--- config.mk ---
export PLATFORM = sky130hd
export DESIGN_NAME = multi_motor_duty_ramp_top_flat
export DESIGN_NICKNAME = d
export VERILOG_FILES = /design/src/rtl/core/mmdr_pkg.sv /design/src/rtl/core/mmdr_in_if.sv /design/src/rtl/core/mmdr_out_if.sv /design/src/rtl/core/mmdr_divider.sv /design/src/rtl/core/multi_motor_duty_ramp_top.sv /design/src/flat_wrapper.sv
export SDC_FILE = /design/constraint.sdc
export NUM_CORES = 1
export LEC_CHECK = 0
export ABC_CLOCK_PERIOD_IN_PS = 5770
export BUFFER_PORTS_ARGS = -buffer_cell sky130_fd_sc_hd__buf_2
export CAP_MARGIN = 30
export CORE_ASPECT_RATIO = 0.5
export CORE_MARGIN = 4
export CORE_UTILIZATION = 63
export DETAILED_ROUTE_END_ITERATION = 6
export GPL_ROUTABILITY_DRIVEN = 0
export PLACE_DENSITY = 0.8
export SLEW_MARGIN = 15
export SYNTH_ARGS = -nofsm -noshare
export SYNTH_HDL_FRONTEND = slang
export SYNTH_SLANG_ARGS = --single-unit
--- constraint.sdc ---
create_clock -name clk -period 5.77 [get_ports clk]
set_input_delay 0.2885 -clock clk [delete_from_list [all_inputs] [get_ports clk]]
set_output_delay 0.2885 -clock clk [all_outputs]
set_load 0.01 [all_outputs]
--- src/rtl/core/mmdr_pkg.sv ---
// ----------------------------------------------------------------------------
// mmdr_pkg
// Shared widths, codes, control word layout and the sequencer program for the
// multi-motor duty ramp controller.
// ----------------------------------------------------------------------------
package mmdr_pkg;

    localparam int NUM_MOTORS_DEF = 6;
    localparam int MAX_RES        = 6;
    localparam int CMD_W          = 2;
    localparam int SEL_W          = 3;
    localparam int DUR_W          = 16;
    localparam int ACC_W          = 8;
    localparam int DUTY_W         = 8;
    localparam int EMIT_CNT_W     = $clog2(MAX_RES + 1);
    localparam int DIV_CNT_W      = $clog2(DUR_W);

    localparam logic [DUTY_W-1:0] FULL_DUTY      = 8'd255;
    localparam logic [DUTY_W-1:0] RESET_MIN_DUTY = 8'd180;

    typedef enum logic [CMD_W-1:0] {
        CMD_RUN  = 2'd0,
        CMD_STOP = 2'd1,
        CMD_TICK = 2'd2
    } cmd_t;

    typedef logic [3:0] step_t;

    localparam step_t ST_IDLE      = 4'd0;
    localparam step_t ST_DISPATCH  = 4'd1;
    localparam step_t ST_CHECK     = 4'd2;
    localparam step_t ST_APPLY     = 4'd3;
    localparam step_t ST_EMIT_CMD  = 4'd4;
    localparam step_t ST_RETURN    = 4'd5;
    localparam step_t ST_TICK_INIT = 4'd6;
    localparam step_t ST_SCAN      = 4'd7;
    localparam step_t ST_ADVANCE   = 4'd8;
    localparam step_t ST_SETUP     = 4'd9;
    localparam step_t ST_DIVIDE    = 4'd10;
    localparam step_t ST_UPDATE    = 4'd11;
    localparam step_t ST_EMIT_TICK = 4'd12;
    localparam step_t ST_NEXT      = 4'd13;
    localparam step_t ST_DONE      = 4'd14;

    typedef enum logic [3:0] {
        ACT_NOP,
        ACT_ACCEPT,
        ACT_APPLY,
        ACT_EMIT_CMD,
        ACT_TICK_INIT,
        ACT_ADVANCE,
        ACT_SETUP,
        ACT_DIV,
        ACT_UPDATE,
        ACT_EMIT_TICK,
        ACT_NEXT
    } act_t;

    typedef enum logic [3:0] {
        C_ALWAYS,
        C_NO_FIRE,
        C_IS_TICK,
        C_BAD_CMD,
        C_OUT_WAIT,
        C_NOT_ACTIVE,
        C_SKIP_DIV,
        C_DIV_BUSY,
        C_MORE_MOTORS
    } cond_t;

    typedef struct packed {
        act_t  act;
        cond_t cond;
        step_t target;
    } uword_t;

    typedef struct packed {
        logic load;
        logic step;
    } div_ctrl_t;

    // When the condition holds the sequencer jumps to target, otherwise it
    // moves on to the following step.
    function automatic uword_t ucode(step_t s);
        uword_t w;
        case (s)
            ST_IDLE:      w = '{ACT_ACCEPT,    C_NO_FIRE,     ST_IDLE};
            ST_DISPATCH:  w = '{ACT_NOP,       C_IS_TICK,     ST_TICK_INIT};
            ST_CHECK:     w = '{ACT_NOP,       C_BAD_CMD,     ST_IDLE};
            ST_APPLY:     w = '{ACT_APPLY,     C_ALWAYS,      ST_EMIT_CMD};
            ST_EMIT_CMD:  w = '{ACT_EMIT_CMD,  C_OUT_WAIT,    ST_EMIT_CMD};
            ST_RETURN:    w = '{ACT_NOP,       C_ALWAYS,      ST_IDLE};
            ST_TICK_INIT: w = '{ACT_TICK_INIT, C_ALWAYS,      ST_SCAN};
            ST_SCAN:      w = '{ACT_NOP,       C_NOT_ACTIVE,  ST_NEXT};
            ST_ADVANCE:   w = '{ACT_ADVANCE,   C_ALWAYS,      ST_SETUP};
            ST_SETUP:     w = '{ACT_SETUP,     C_SKIP_DIV,    ST_UPDATE};
            ST_DIVIDE:    w = '{ACT_DIV,       C_DIV_BUSY,    ST_DIVIDE};
            ST_UPDATE:    w = '{ACT_UPDATE,    C_ALWAYS,      ST_EMIT_TICK};
            ST_EMIT_TICK: w = '{ACT_EMIT_TICK, C_OUT_WAIT,    ST_EMIT_TICK};
            ST_NEXT:      w = '{ACT_NEXT,      C_MORE_MOTORS, ST_SCAN};
            ST_DONE:      w = '{ACT_NOP,       C_ALWAYS,      ST_IDLE};
            default:      w = '{ACT_NOP,       C_ALWAYS,      ST_IDLE};
        endcase
        return w;
    endfunction

endpackage

--- src/rtl/core/mmdr_in_if.sv ---
// ----------------------------------------------------------------------------
// mmdr_in_if
// Command channel: run, stop and millisecond tick requests.
// ----------------------------------------------------------------------------
interface mmdr_in_if;
    import mmdr_pkg::*;

    logic                 valid;
    logic                 ready;
    logic [CMD_W-1:0]     cmd;
    logic [SEL_W-1:0]     motor_sel;
    logic                 open_dir;
    logic [DUR_W-1:0]     duration_ms;
    logic [ACC_W-1:0]     accel_div;

    modport source (
        output valid, cmd, motor_sel, open_dir, duration_ms, accel_div,
        input  ready
    );

    modport sink (
        input  valid, cmd, motor_sel, open_dir, duration_ms, accel_div,
        output ready
    );

endinterface

--- src/rtl/core/mmdr_out_if.sv ---
// ----------------------------------------------------------------------------
// mmdr_out_if
// Status channel: one transfer per reported motor.
// ----------------------------------------------------------------------------
interface mmdr_out_if;
    import mmdr_pkg::*;

    logic                 valid;
    logic                 ready;
    logic [SEL_W-1:0]     motor_id;
    logic [DUTY_W-1:0]    duty;
    logic                 bridge_a;
    logic                 bridge_b;
    logic                 running;
    logic                 last;

    modport source (
        output valid, motor_id, duty, bridge_a, bridge_b, running, last,
        input  ready
    );

    modport sink (
        input  valid, motor_id, duty, bridge_a, bridge_b, running, last,
        output ready
    );

endinterface

--- src/rtl/core/mmdr_divider.sv ---
// ----------------------------------------------------------------------------
// mmdr_divider
// Restoring divider, one quotient bit per step, for the ramp step count.
// ----------------------------------------------------------------------------
module mmdr_divider (
    input  logic                        clk,
    input  logic                        rst_n,
    input  mmdr_pkg::div_ctrl_t         ctrl,
    input  logic [mmdr_pkg::DUR_W-1:0]  dividend,
    input  logic [mmdr_pkg::ACC_W-1:0]  divisor,
    output logic [mmdr_pkg::DUR_W-1:0]  quotient,
    output logic                        last_step
);
    import mmdr_pkg::*;

    logic [DUR_W-1:0]     quo_reg, quo_next;
    logic [ACC_W-1:0]     rem_reg, rem_next;
    logic [ACC_W-1:0]     dvs_reg;
    logic [DIV_CNT_W-1:0] cnt_reg, cnt_next;
    logic [ACC_W:0]       partial;
    logic                 ge;

    always_comb
    begin
        partial  = {rem_reg, quo_reg[DUR_W-1]};
        ge       = partial >= {1'b0, dvs_reg};
        quo_next = {quo_reg[DUR_W-2:0], ge};
        rem_next = ge ? ACC_W'(partial - {1'b0, dvs_reg}) : partial[ACC_W-1:0];
        cnt_next = cnt_reg + 1'b1;
    end

    always_ff @(posedge clk or negedge rst_n)
    begin
        if (!rst_n)
        begin
            cnt_reg <= '0;
        end
        else if (ctrl.load)
        begin
            cnt_reg <= '0;
        end
        else if (ctrl.step)
        begin
            cnt_reg <= cnt_next;
        end
    end

    always_ff @(posedge clk)
    begin
        if (ctrl.load)
        begin
            quo_reg <= dividend;
            rem_reg <= '0;
            dvs_reg <= divisor;
        end
        else if (ctrl.step)
        begin
            quo_reg <= quo_next;
            rem_reg <= rem_next;
        end
    end

    assign quotient  = quo_reg;
    assign last_step = (cnt_reg == DIV_CNT_W'(DUR_W - 1));

endmodule

--- src/rtl/core/multi_motor_duty_ramp_top.sv ---
// ----------------------------------------------------------------------------
// multi_motor_duty_ramp_top
// PWM duty ramp and H-bridge control for a bank of DC motors.
// ----------------------------------------------------------------------------
// Usage:
//   req carries commands. A run loads direction, duration and ramp divisor for
//   one motor; a stop idles it; a tick advances every running motor by 1 ms.
//   rsp returns one transfer per reported motor with its duty, bridge pins and
//   running flag; last marks the final transfer caused by a command.
//   cfg_we / cfg_wdata write min_duty, to be done while the block is idle.
// Timing:
//   A sequencer steps through a microcode table, one control word a cycle,
//   and takes one command at a time. A run or stop passes the dispatch,
//   check, apply and emit steps before its result shows on rsp, and the
//   next command is taken after a return step. During a tick each idle
//   motor is only scanned, while each running motor is advanced, set up,
//   updated and reported; a ramping motor also passes the 16-step serial
//   divider between setup and update.
// Reset:
//   All motors idle, bridges low, duty 180, min_duty 180.
// Back-pressure:
//   Results sit in an output register; while rsp stalls the sequencer waits
//   at its emit step and req stays not ready.
// ----------------------------------------------------------------------------
module multi_motor_duty_ramp_top #(
    parameter int NUM_MOTORS = mmdr_pkg::NUM_MOTORS_DEF
) (
    input  logic                         clk,
    input  logic                         rst_n,
    mmdr_in_if.sink                      req,
    mmdr_out_if.source                   rsp,
    input  logic                         cfg_we,
    input  logic [mmdr_pkg::DUTY_W-1:0]  cfg_wdata
);
    import mmdr_pkg::*;

    localparam int PTR_W = (NUM_MOTORS > 1) ? $clog2(NUM_MOTORS) : 1;

    // Sequencer
    step_t  step_reg, step_next;
    uword_t uw;
    logic   take;

    // Latched command
    logic [CMD_W-1:0] cmd_reg;
    logic [SEL_W-1:0] sel_reg;
    logic             dir_reg;
    logic [DUR_W-1:0] dur_reg;
    logic [ACC_W-1:0] acc_reg;

    // Per-motor state
    logic [NUM_MOTORS-1:0] active_reg;
    logic [1:0]            bridge_reg   [NUM_MOTORS];
    logic [DUTY_W-1:0]     duty_reg     [NUM_MOTORS];
    logic [ACC_W-1:0]      accel_reg    [NUM_MOTORS];
    logic [DUR_W-1:0]      duration_reg [NUM_MOTORS];
    logic [DUR_W-1:0]      elapsed_reg  [NUM_MOTORS];

    // Working registers
    logic [PTR_W-1:0]      ptr_reg;
    logic [EMIT_CNT_W-1:0] emit_cnt_reg;
    logic [DUTY_W-1:0]     min_duty_reg;
    logic                  done_reg;
    logic                  up_reg;
    logic                  down_reg;

    // Output register
    logic              out_valid_reg;
    logic [SEL_W-1:0]  out_id_reg;
    logic [DUTY_W-1:0] out_duty_reg;
    logic [1:0]        out_bridge_reg;
    logic              out_running_reg;
    logic              out_last_reg;

    logic              in_fire;
    logic              out_free;
    logic              emit_want;
    logic              emit_fire;
    logic              emit_last;
    logic              more_motors;
    logic [PTR_W-1:0]  sel_ptr;

    logic [DUR_W-1:0]  el_cur;
    logic [DUR_W-1:0]  dur_cur;
    logic [ACC_W-1:0]  acc_cur;
    logic [DUR_W:0]    el_inc;
    logic              adv_done;
    logic [DUR_W-1:0]  el_new;
    logic [DUR_W:0]    twice_el;
    logic              ramp_up;
    logic              ramp_down;
    logic [DUR_W-1:0]  dividend;
    logic              skip_div;
    logic [DUR_W:0]    duty_sum;
    logic [DUTY_W-1:0] duty_sat;

    div_ctrl_t         div_ctrl;
    logic [DUR_W-1:0]  quotient;
    logic              div_last;

    assign uw       = ucode(step_reg);
    assign sel_ptr  = PTR_W'(sel_reg);
    assign in_fire  = req.valid && req.ready;
    assign out_free = !out_valid_reg || rsp.ready;

    always_comb
    begin
        el_cur      = elapsed_reg[ptr_reg];
        dur_cur     = duration_reg[ptr_reg];
        acc_cur     = accel_reg[ptr_reg];

        el_inc      = {1'b0, el_cur} + 1'b1;
        adv_done    = el_inc >= {1'b0, dur_cur};
        el_new      = adv_done ? dur_cur : el_inc[DUR_W-1:0];

        // The midpoint test runs on the stored elapsed time, at the setup step after the advance.
        twice_el    = {el_cur, 1'b0};
        ramp_up     = twice_el < {1'b0, dur_cur};
        ramp_down   = twice_el > {1'b0, dur_cur};
        dividend    = ramp_up ? el_cur : dur_cur - el_cur;
        skip_div    = done_reg || (acc_cur == '0) || !(ramp_up || ramp_down);

        duty_sum    = {1'b0, quotient} + {{(DUR_W-DUTY_W+1){1'b0}}, min_duty_reg};
        duty_sat    = (duty_sum > {{(DUR_W-DUTY_W+1){1'b0}}, FULL_DUTY})
                      ? FULL_DUTY : duty_sum[DUTY_W-1:0];

        more_motors = (ptr_reg != PTR_W'(NUM_MOTORS - 1));

        case (uw.act)
            ACT_EMIT_CMD:  emit_want = 1'b1;
            ACT_EMIT_TICK: emit_want = (emit_cnt_reg < EMIT_CNT_W'(MAX_RES));
            default:       emit_want = 1'b0;
        endcase
        emit_fire = emit_want && out_free;

        // A tick result is the last one when the report limit is reached or
        // no motor above this one is still running.
        if (uw.act == ACT_EMIT_TICK)
        begin
            emit_last = (emit_cnt_reg == EMIT_CNT_W'(MAX_RES - 1))
                        || (((active_reg >> ptr_reg) >> 1) == '0);
        end
        else
        begin
            emit_last = 1'b1;
        end

        div_ctrl.load = (uw.act == ACT_SETUP);
        div_ctrl.step = (uw.act == ACT_DIV);
    end

    // Sequencer: next step from the jump condition of the current word.
    always_comb
    begin
        case (uw.cond)
            C_ALWAYS:      take = 1'b1;
            C_NO_FIRE:     take = !in_fire;
            C_IS_TICK:     take = (cmd_reg == CMD_TICK);
            C_BAD_CMD:     take = !(cmd_reg inside {CMD_RUN, CMD_STOP})
                                  || (int'(sel_reg) >= NUM_MOTORS);
            C_OUT_WAIT:    take = emit_want && !out_free;
            C_NOT_ACTIVE:  take = !active_reg[ptr_reg];
            C_SKIP_DIV:    take = skip_div;
            C_DIV_BUSY:    take = !div_last;
            C_MORE_MOTORS: take = more_motors;
            default:       take = 1'b0;
        endcase
        step_next = take ? uw.target : step_t'(step_reg + 1'b1);
    end

    always_ff @(posedge clk or negedge rst_n)
    begin
        if (!rst_n)
        begin
            step_reg <= ST_IDLE;
        end
        else
        begin
            step_reg <= step_next;
        end
    end

    mmdr_divider u_divider (
        .clk       (clk),
        .rst_n     (rst_n),
        .ctrl      (div_ctrl),
        .dividend  (dividend),
        .divisor   (acc_cur),
        .quotient  (quotient),
        .last_step (div_last)
    );

    always_ff @(posedge clk or negedge rst_n)
    begin
        if (!rst_n)
        begin
            min_duty_reg <= RESET_MIN_DUTY;
        end
        else if (cfg_we)
        begin
            min_duty_reg <= cfg_wdata;
        end
    end

    always_ff @(posedge clk)
    begin
        if (in_fire)
        begin
            cmd_reg <= req.cmd;
            sel_reg <= req.motor_sel;
            dir_reg <= req.open_dir;
            dur_reg <= req.duration_ms;
            acc_reg <= req.accel_div;
        end
    end

    // Datapath actions selected by the control word.
    always_ff @(posedge clk or negedge rst_n)
    begin
        if (!rst_n)
        begin
            active_reg   <= '0;
            ptr_reg      <= '0;
            emit_cnt_reg <= '0;
            done_reg     <= 1'b0;
            up_reg       <= 1'b0;
            down_reg     <= 1'b0;
            for (int i = 0; i < NUM_MOTORS; i++)
            begin
                bridge_reg[i]   <= '0;
                duty_reg[i]     <= RESET_MIN_DUTY;
                accel_reg[i]    <= '0;
                duration_reg[i] <= '0;
                elapsed_reg[i]  <= '0;
            end
        end
        else
        begin
            case (uw.act)
                ACT_APPLY:
                begin
                    ptr_reg <= sel_ptr;
                    if (cmd_reg == CMD_RUN)
                    begin
                        accel_reg[sel_ptr]    <= acc_reg;
                        duration_reg[sel_ptr] <= dur_reg;
                        elapsed_reg[sel_ptr]  <= '0;
                        duty_reg[sel_ptr]     <= (acc_reg != '0) ? min_duty_reg : FULL_DUTY;
                        bridge_reg[sel_ptr]   <= dir_reg ? 2'b10 : 2'b01;
                        active_reg[sel_ptr]   <= 1'b1;
                    end
                    else
                    begin
                        bridge_reg[sel_ptr] <= '0;
                        active_reg[sel_ptr] <= 1'b0;
                    end
                end
                ACT_TICK_INIT:
                begin
                    ptr_reg      <= '0;
                    emit_cnt_reg <= '0;
                end
                ACT_ADVANCE:
                begin
                    elapsed_reg[ptr_reg] <= el_new;
                    done_reg             <= adv_done;
                end
                ACT_SETUP:
                begin
                    up_reg   <= ramp_up;
                    down_reg <= ramp_down;
                end
                ACT_UPDATE:
                begin
                    if (acc_cur != '0)
                    begin
                        if (done_reg)
                        begin
                            duty_reg[ptr_reg] <= min_duty_reg;
                        end
                        else if (up_reg && (duty_reg[ptr_reg] != FULL_DUTY))
                        begin
                            duty_reg[ptr_reg] <= duty_sat;
                        end
                        else if (down_reg)
                        begin
                            duty_reg[ptr_reg] <= duty_sat;
                        end
                    end
                    if (done_reg)
                    begin
                        bridge_reg[ptr_reg] <= '0;
                        active_reg[ptr_reg] <= 1'b0;
                    end
                end
                ACT_EMIT_TICK:
                begin
                    if (emit_fire)
                    begin
                        emit_cnt_reg <= emit_cnt_reg + 1'b1;
                    end
                end
                ACT_NEXT:
                begin
                    if (more_motors)
                    begin
                        ptr_reg <= ptr_reg + 1'b1;
                    end
                end
                default:
                begin
                end
            endcase
        end
    end

    always_ff @(posedge clk or negedge rst_n)
    begin
        if (!rst_n)
        begin
            out_valid_reg <= 1'b0;
        end
        else if (emit_fire)
        begin
            out_valid_reg <= 1'b1;
        end
        else if (rsp.ready)
        begin
            out_valid_reg <= 1'b0;
        end
    end

    always_ff @(posedge clk)
    begin
        if (emit_fire)
        begin
            out_id_reg      <= SEL_W'(ptr_reg);
            out_duty_reg    <= duty_reg[ptr_reg];
            out_bridge_reg  <= bridge_reg[ptr_reg];
            out_running_reg <= active_reg[ptr_reg];
            out_last_reg    <= emit_last;
        end
    end

    assign req.ready    = (uw.act == ACT_ACCEPT);
    assign rsp.valid    = out_valid_reg;
    assign rsp.motor_id = out_id_reg;
    assign rsp.duty     = out_duty_reg;
    assign rsp.bridge_a = out_bridge_reg[0];
    assign rsp.bridge_b = out_bridge_reg[1];
    assign rsp.running  = out_running_reg;
    assign rsp.last     = out_last_reg;

endmodule
--- src/flat_wrapper.sv ---
// flat-port wrapper written by rule: the top's interface ports become plain ports
module multi_motor_duty_ramp_top_flat import mmdr_pkg::*;
#(
    parameter int NUM_MOTORS = mmdr_pkg::NUM_MOTORS_DEF
)
  (clk, rst_n, cfg_we, cfg_wdata, req_valid, req_cmd, req_motor_sel, req_open_dir, req_duration_ms, req_accel_div, req_ready, rsp_valid, rsp_motor_id, rsp_duty, rsp_bridge_a, rsp_bridge_b, rsp_running, rsp_last, rsp_ready);
  mmdr_in_if req_i ();
  mmdr_out_if rsp_i ();
  input  logic clk;
  input  logic rst_n;
  input  logic cfg_we;
  input  logic [mmdr_pkg::DUTY_W-1:0] cfg_wdata;
  input wire logic [$bits(req_i.valid)-1:0] req_valid;
  input wire logic [$bits(req_i.cmd)-1:0] req_cmd;
  input wire logic [$bits(req_i.motor_sel)-1:0] req_motor_sel;
  input wire logic [$bits(req_i.open_dir)-1:0] req_open_dir;
  input wire logic [$bits(req_i.duration_ms)-1:0] req_duration_ms;
  input wire logic [$bits(req_i.accel_div)-1:0] req_accel_div;
  output wire logic [$bits(req_i.ready)-1:0] req_ready;
  output wire logic [$bits(rsp_i.valid)-1:0] rsp_valid;
  output wire logic [$bits(rsp_i.motor_id)-1:0] rsp_motor_id;
  output wire logic [$bits(rsp_i.duty)-1:0] rsp_duty;
  output wire logic [$bits(rsp_i.bridge_a)-1:0] rsp_bridge_a;
  output wire logic [$bits(rsp_i.bridge_b)-1:0] rsp_bridge_b;
  output wire logic [$bits(rsp_i.running)-1:0] rsp_running;
  output wire logic [$bits(rsp_i.last)-1:0] rsp_last;
  input wire logic [$bits(rsp_i.ready)-1:0] rsp_ready;
  assign req_i.valid = req_valid;
  assign req_i.cmd = req_cmd;
  assign req_i.motor_sel = req_motor_sel;
  assign req_i.open_dir = req_open_dir;
  assign req_i.duration_ms = req_duration_ms;
  assign req_i.accel_div = req_accel_div;
  assign req_ready = req_i.ready;
  assign rsp_valid = rsp_i.valid;
  assign rsp_motor_id = rsp_i.motor_id;
  assign rsp_duty = rsp_i.duty;
  assign rsp_bridge_a = rsp_i.bridge_a;
  assign rsp_bridge_b = rsp_i.bridge_b;
  assign rsp_running = rsp_i.running;
  assign rsp_last = rsp_i.last;
  assign rsp_i.ready = rsp_ready;
  multi_motor_duty_ramp_top #(.NUM_MOTORS(NUM_MOTORS)) u_core (.clk(clk), .rst_n(rst_n), .req(req_i), .rsp(rsp_i), .cfg_we(cfg_we), .cfg_wdata(cfg_wdata));
endmodule
* Yosys cells after proc, flatten, opt, wreduce, memory -nomap -nowiden
Memories as Yosys holds them, arrays and structs flattened.
Cells that the tools add are included.
** Cells by class
- $add $sub $neg :: 8
- Multipliers :: 0
- Divide/modulo/power cells :: 0
- Order comparisons :: 15
- Equality and inequality tests :: 30
- Shift operators :: 1
- Mux-type cells :: 73
- Bitwise operators :: 13
- Reductions and logical operators :: 40
** Operators with widths (count)
- $mux W48 :: 5
- $bwmux W48 :: 4
- $bwmux W96 :: 2
- $pmux W96 S2 :: 1
- $mux W16 :: 10
- $and A96 B96 Y96 :: 1
- $bmux W16 S3 :: 2
- $demux W16 S3 :: 2
- $mux W96 :: 1
- $not A96 Y96 :: 1
- $pmux W48 S2 :: 1
- $mux W8 :: 9
- $bmux W8 S3 :: 2
- $demux W8 S3 :: 2
- $eq A4 B3 Y1 const B :: 8
- $and A12 B12 Y12 :: 2
- $mux W12 :: 2
- $not A12 Y12 :: 2
- $pmux W12 S2 :: 1
- $eq A4 B4 Y1 const B :: 5
- $add A16 B1 Y17 const B :: 1
- $add A16 B8 Y17 :: 1
- $ge A17 B16 Y1 :: 1
- $gt A17 B16 Y1 :: 1
- other kinds (54) :: 113
** Storage, ports and cells
- Bits in registers :: 409
- Latch bits :: 0
- Bits in writable memories :: 0
- Bits in read-only memories :: 192
- Input port bits :: 43
- Output and inout bits :: 17
- Logic and storage cells :: 234
- Memories :: 1
** Memories
- (no name shown) :: depth 16, bits a word 12, rd ports 1, clocked after memory_dff 0, wr ports 0, RTL line mmdr_pkg.sv:86 : case (s)

* Logic depth before layout (Yosys ltp)
- Word-level depth :: 11
- Depth in mapped cells :: 23
- Depth with buffers taken out :: 18

* Hierarchy
From an unflattened synthesis, not the netlist that was laid out.
** Second synthesis, totals
- Cell total of the unflattened synthesis :: 2274
- Area, all modules :: 22521.6 sq um
** Modules (own cells, without submodules)
- multi_motor_duty_ramp_top :: instances 1, cells each 2105, area an instance 20619.8 sq um, seq. area each 9594.2 sq um
- mmdr_divider :: instances 1, cells each 169, area an instance 1901.8 sq um, seq. area each 980.9 sq um

* Least setup slack after synthesis
No wires, ideal clock.
- Path kind :: register -> register
- Start :: reg u_core.ptr_reg[0]
- End :: reg u_core.elapsed_reg[77] (netlist bit)
- Library setup time :: 0.140 ns
- Data arrival time :: 4.395 ns
- Required time :: 5.630 ns
- Slack :: 1.235 ns
- Stages on the path, launching flop included :: 24
- Path buffers :: 5
- Period minus slack after synthesis :: 4.535 ns
- Cell sequence :: dfrtp_1 -> buf_6 -> or2_1 -> buf_2 -> buf_6 -> o22ai_1 -> a21oi_1 -> inv_1 -> ha_1 -> o31ai_1 -> nor4_4 -> nand4_1 -> xnor2_1 -> ha_1 -> a21oi_1 -> o21ai_0 -> nor4_1 -> o21ai_0 -> a21oi_1 -> nand2_4 -> buf_8 -> buf_4 -> a32oi_1 -> o31ai_1
** On the way
- Word-level cells in the longest chain between the ends :: 9
- Elaborated cells between the ends (all ways) :: 17
- Those cells by class :: add/sub: 1; order compare: 3; mux: 11; bitwise: 1; reduce/logical: 1
** Ends and longest elaborated chain
- start: declaration :: RTL line multi_motor_duty_ramp_top.sv:60 : logic [PTR_W-1:0] ptr_reg;
- start signal: assignment :: RTL line multi_motor_duty_ramp_top.sv:242 : ptr_reg <= sel_ptr;
- start signal: assignment :: RTL line multi_motor_duty_ramp_top.sv:307 : ptr_reg <= ptr_reg + 1'b1;
- $not A3 Y4 (implied by the code) * :: RTL line multi_motor_duty_ramp_top.sv:108, multi_motor_duty_ramp_top.sv:109, multi_motor_duty_ramp_top.sv:265
- $bmux W16 S3 :: RTL line multi_motor_duty_ramp_top.sv:108 : el_cur = elapsed_reg[ptr_reg];
- $mux W16 (implied by the code) (2 in a row) :: RTL line multi_motor_duty_ramp_top.sv:108
- $add A16 B1 Y17 :: RTL line multi_motor_duty_ramp_top.sv:112 : el_inc = {1'b0, el_cur} + 1'b1;
- $ge A17 B16 Y1 :: RTL line multi_motor_duty_ramp_top.sv:113 : adv_done = el_inc >= {1'b0, dur_cur};
- $mux W16 :: RTL line multi_motor_duty_ramp_top.sv:114 : el_new = adv_done ? dur_cur : el_inc[DUR_W-1:0];
- $bwmux W96 * :: RTL line multi_motor_duty_ramp_top.sv:265 : elapsed_reg[ptr_reg] <= el_new;
- $pmux W96 S2 * :: RTL line multi_motor_duty_ramp_top.sv:239 : case (uw.act)
- end signal: indexed assignment :: RTL line multi_motor_duty_ramp_top.sv:265
- end: declaration :: RTL line multi_motor_duty_ramp_top.sv:57 : logic [DUR_W-1:0] elapsed_reg [NUM_MOTORS];
Mark *: on every way between the ends. The rest lies on a longest branch, timed or not. The select of a mux whose other input is x is not followed.
A chain may end at the register's enable or synchronous reset.

* Final worst setup path
- Start :: reg u_core.ptr_reg[0]
- End :: reg u_core.elapsed_reg[50] (netlist bit)
Same word-level chain as after synthesis.

==> impl_metrics.ini <==
[global_route]
overflow = 0
grt_usage = 0.329
met3_usage = 0.0991
grt_max_degree = 145
busiest_layer = met2
grt_antenna_before_repair = 1
grtUsageMet2 = 0.483
grt_use_met1 = 0.464
grt_pass1_vias = 17383
grt_pass1_wl_mm = 98.9

[power]
power_density_nw_per_um2 = 515
p_leak_nw = 11.1
irDropWorstVdd_v = 0.000368
total_power_w = 0.0126

[floorplanning]
io_pins = 60
die_w_um = 272
core_area_sq_um = 33700
placementRows = 47
die-area_sq_um = 38100
die_h_um = 140
start_util = 0.651

[synth]
ys_seq_area_frac = 0.482
avgSynthCellArea_sq_um = 10.9
synth_edf_count = 69
synth_seq_cells = 409
synthArstFlopShare = 0.812
synthCells = 2019
synth_ff_type = dfrtp_1
yosysUniqueCellTypes = 93
syn-num-nets = 2140
syn_area_sq_um = 22000
ys_warn_count = 0

[timing]
fin_worst_skew_ns = 0.0280
finalHoldViolations = 0
tns_ns = 0
fin_crit_sh = 0.928
fmax_mhz = 187
slew_viol_final = 0
setup_viol = 0
slew_headroom = 0.301
rsz0062_at_grt = no
layout_min_cycle_time_ns = 5.35
worst_slew_pin_slew_ns = 1.04

[layout]
areaGrowthSynthToFinish_pct = 11.7
multi_input_area_sq_um = 10500
layout-drive-gt1-share = 0.212
fillerInstances = 2286
instances_no_fill = 2609
seq_area_sq_um = 10600
diodes = 0
nets = 2236

[clocking]
cts_tree = built
cts_buffer_depth = 3
clk_latency_ns = 0.56
cts-root-buf = clkbuf_16
clkTransAtPathRegs_ns = 0.07
post_cts_buffers = 0
cts_max_level = 2
cts_buffers = 37
clock-sinks = 409

[routing]
via_per_inst = 6.74
wl_per_cell_um = 24.2
drtAntennaViolNets = 0
drt-initial-drc-count = 2677
drc_errors = 0
wl_mm = 63.2
via_count = 17579
drt_first_pass_iters = 6

[worst_setup_path]
crit-reg2reg-launch = u_core.ptr_reg[0]
cp-startpoint = u_core.ptr_reg[0]
cp-start-kind = register
timing.critical_path.mode_cell = o21ai_0
cp.required_ns = 6.16
cp_max_fo = 26
end_kind = register
max_stage_delay_ns = 0.57
crit_type = register to register
cp_slowest_cell = dfrtp_4
path_cells = or2_1 > o22ai_1 > a21oi_1 > buf_4 > inv_1 > ha_1 > o31ai_1 > nor4_4 > nand4_1 > xnor2_1 > ha_1 > a21oi_1 > o21ai_0 > nor4_1 > o21ai_0 > a21oi_2 > nand2_4 > mux2i_2 > o21ai_0
crit_arrival_ns = 5.74

[status]
status = completed

[hold_path]
min_from = cfg_we
hold_path_class = input port to register

[placement]
dpl.hpwl_mm = 43.2
dpl.cell_count = 2500
io_buffers = 59

[job]
cap_viol_max_count = 0
## timing repair
action / CTS / global route
hold buffers: 39 / 0
setup endpoints to repair: 0 / 32
hold endpoints to repair: 180 / 0
gates resized for setup: 0 / 5
## cell families (layout without fill, tap and decap cells)
kind of cell,Yosys count,count (layout),synth area share
adder cells (fa/ha/maj),78,78,0.0455
flip-flops,409,409,0.482
AO/OA/AOI/OAI,507,507,0.160
multiplexers,285,285,0.147
XOR/XNOR,34,34,0.0136
AND/OR/NAND/NOR,518,518,0.112
buffers and inverters,188,313,0.0402
## area by class of cell
class / count / area share
Inverter: 85 / 0.0130
Clock inverter: 15 / 0.00745
Clock buffer: 53 / 0.0432
Sequential cell: 409 / 0.432
Timing Repair Buffer: 160 / 0.0510
Tap cell: 465 / 0.0237
Multi-Input combinational cell: 1422 / 0.430
## layout by cell type (no fill, tap or decap), drive strengths merged, types with 22 or more instances in the layout
cell         count
dfrtp          304
mux2           187
nand2          185
nor2           153
o21ai          149
buf            121
mux2i           89
inv             87
a21oi           83
ha              75
edfxtp          69
clkbuf          53
a221o           50
nand3           50
dlygate4sd3     39
a22oi           28
dfstp           28
xnor2           23
a22o            22
nor3            22
## final timing paths
| path | slack [ns] | cells after the start | endpoint |
|---|---|---|---|
| worst max-delay path | 0.42 | 19 | u_core.elapsed_reg[50] |
| worst min-delay path | 0.08 | 2 | u_core.min_duty_reg[5] |
| worst max register to register | 0.42 | 19 | u_core.elapsed_reg[50] |
| worst min register to register | 0.47 | 1 | u_core.u_divider.rem_reg[7] |
| max in group asynchronous | 3.99 | 4 | u_core.duty_reg[30] |
| min in group asynchronous | 0.26 | 2 | u_core.duration_reg[61] |
## through the flow
| stage | setup WS [ns] | hold slack [ns] | area [sq um] | util |
|---|---|---|---|---|
| after detailed placement | 0.440 | 0.455 | 22800 | 0.677 |
| final | 0.416 | 0.0802 | 24500 | 0.727 |
| after global placement | 0.612 | 0.459 | 22800 | 0.676 |
| after global routing | 0.174 | 0.0964 | 24500 | 0.727 |
| after floorplan | 1.23 | -0.00709 | 22000 | - |
| after CTS | 0.337 | 0.0757 | 24400 | 0.725 |
## synthesized netlist by cell type, drive strengths merged, types with 12 or more instances
cell / n / area [sq um]
a211oi: 12 / 95.1
a21o: 14 / 105
a21oi: 83 / 423
a221o: 50 / 500
a22o: 22 / 193
a22oi: 28 / 210
buf: 54 / 380
clkbuf: 49 / 184
dfrtp: 304 / 7610
dfstp: 28 / 736
edfxtp: 69 / 2070
ha: 75 / 938
inv: 85 / 319
mux2: 187 / 2110
mux2i: 89 / 917
nand2: 185 / 702
nand2b: 12 / 75.1
nand3: 50 / 250
nand4: 16 / 106
nor2: 153 / 589
nor2b: 14 / 87.6
nor3: 22 / 133
o21ai: 149 / 746
o221ai: 12 / 111
o22ai: 19 / 125
o31ai: 12 / 95.1
xnor2: 23 / 201
## where the power goes
group | switching, W | total, W | leakage (nW) | internal [W]
combinational | 0.00364 | 0.00590 | 5.27 | 0.00226
clock | 0.00114 | 0.00257 | 0.610 | 0.00143
sequential | 0.000505 | 0.00415 | 5.18 | 0.00365
total | 0.00529 | 0.0126 | 11.1 | 0.00734
## worst max-delay path: cells and delay by family, from the launching register on
kind | cells | cell delay (ns)
AOI/OAI and AO/OA | 8 | 1.38
xor gates and xnor gates | 1 | 0.25
adders and majority gates | 2 | 0.50
buffers and inverters | 2 | 0.32
DFF | 1 | 0.57
muxes | 1 | 0.46
and+or+nand+nor | 5 | 1.71
## metal layers
layer / part of all wire / vias to the layer above
li1: - / 7667
met1: 0.41 / 8602
met2: 0.42 / 1103
met3: 0.12 / 207
met4: 0.039 / 0
met5: 0 / -
Note: power is estimated with default switching activity, not from simulation.
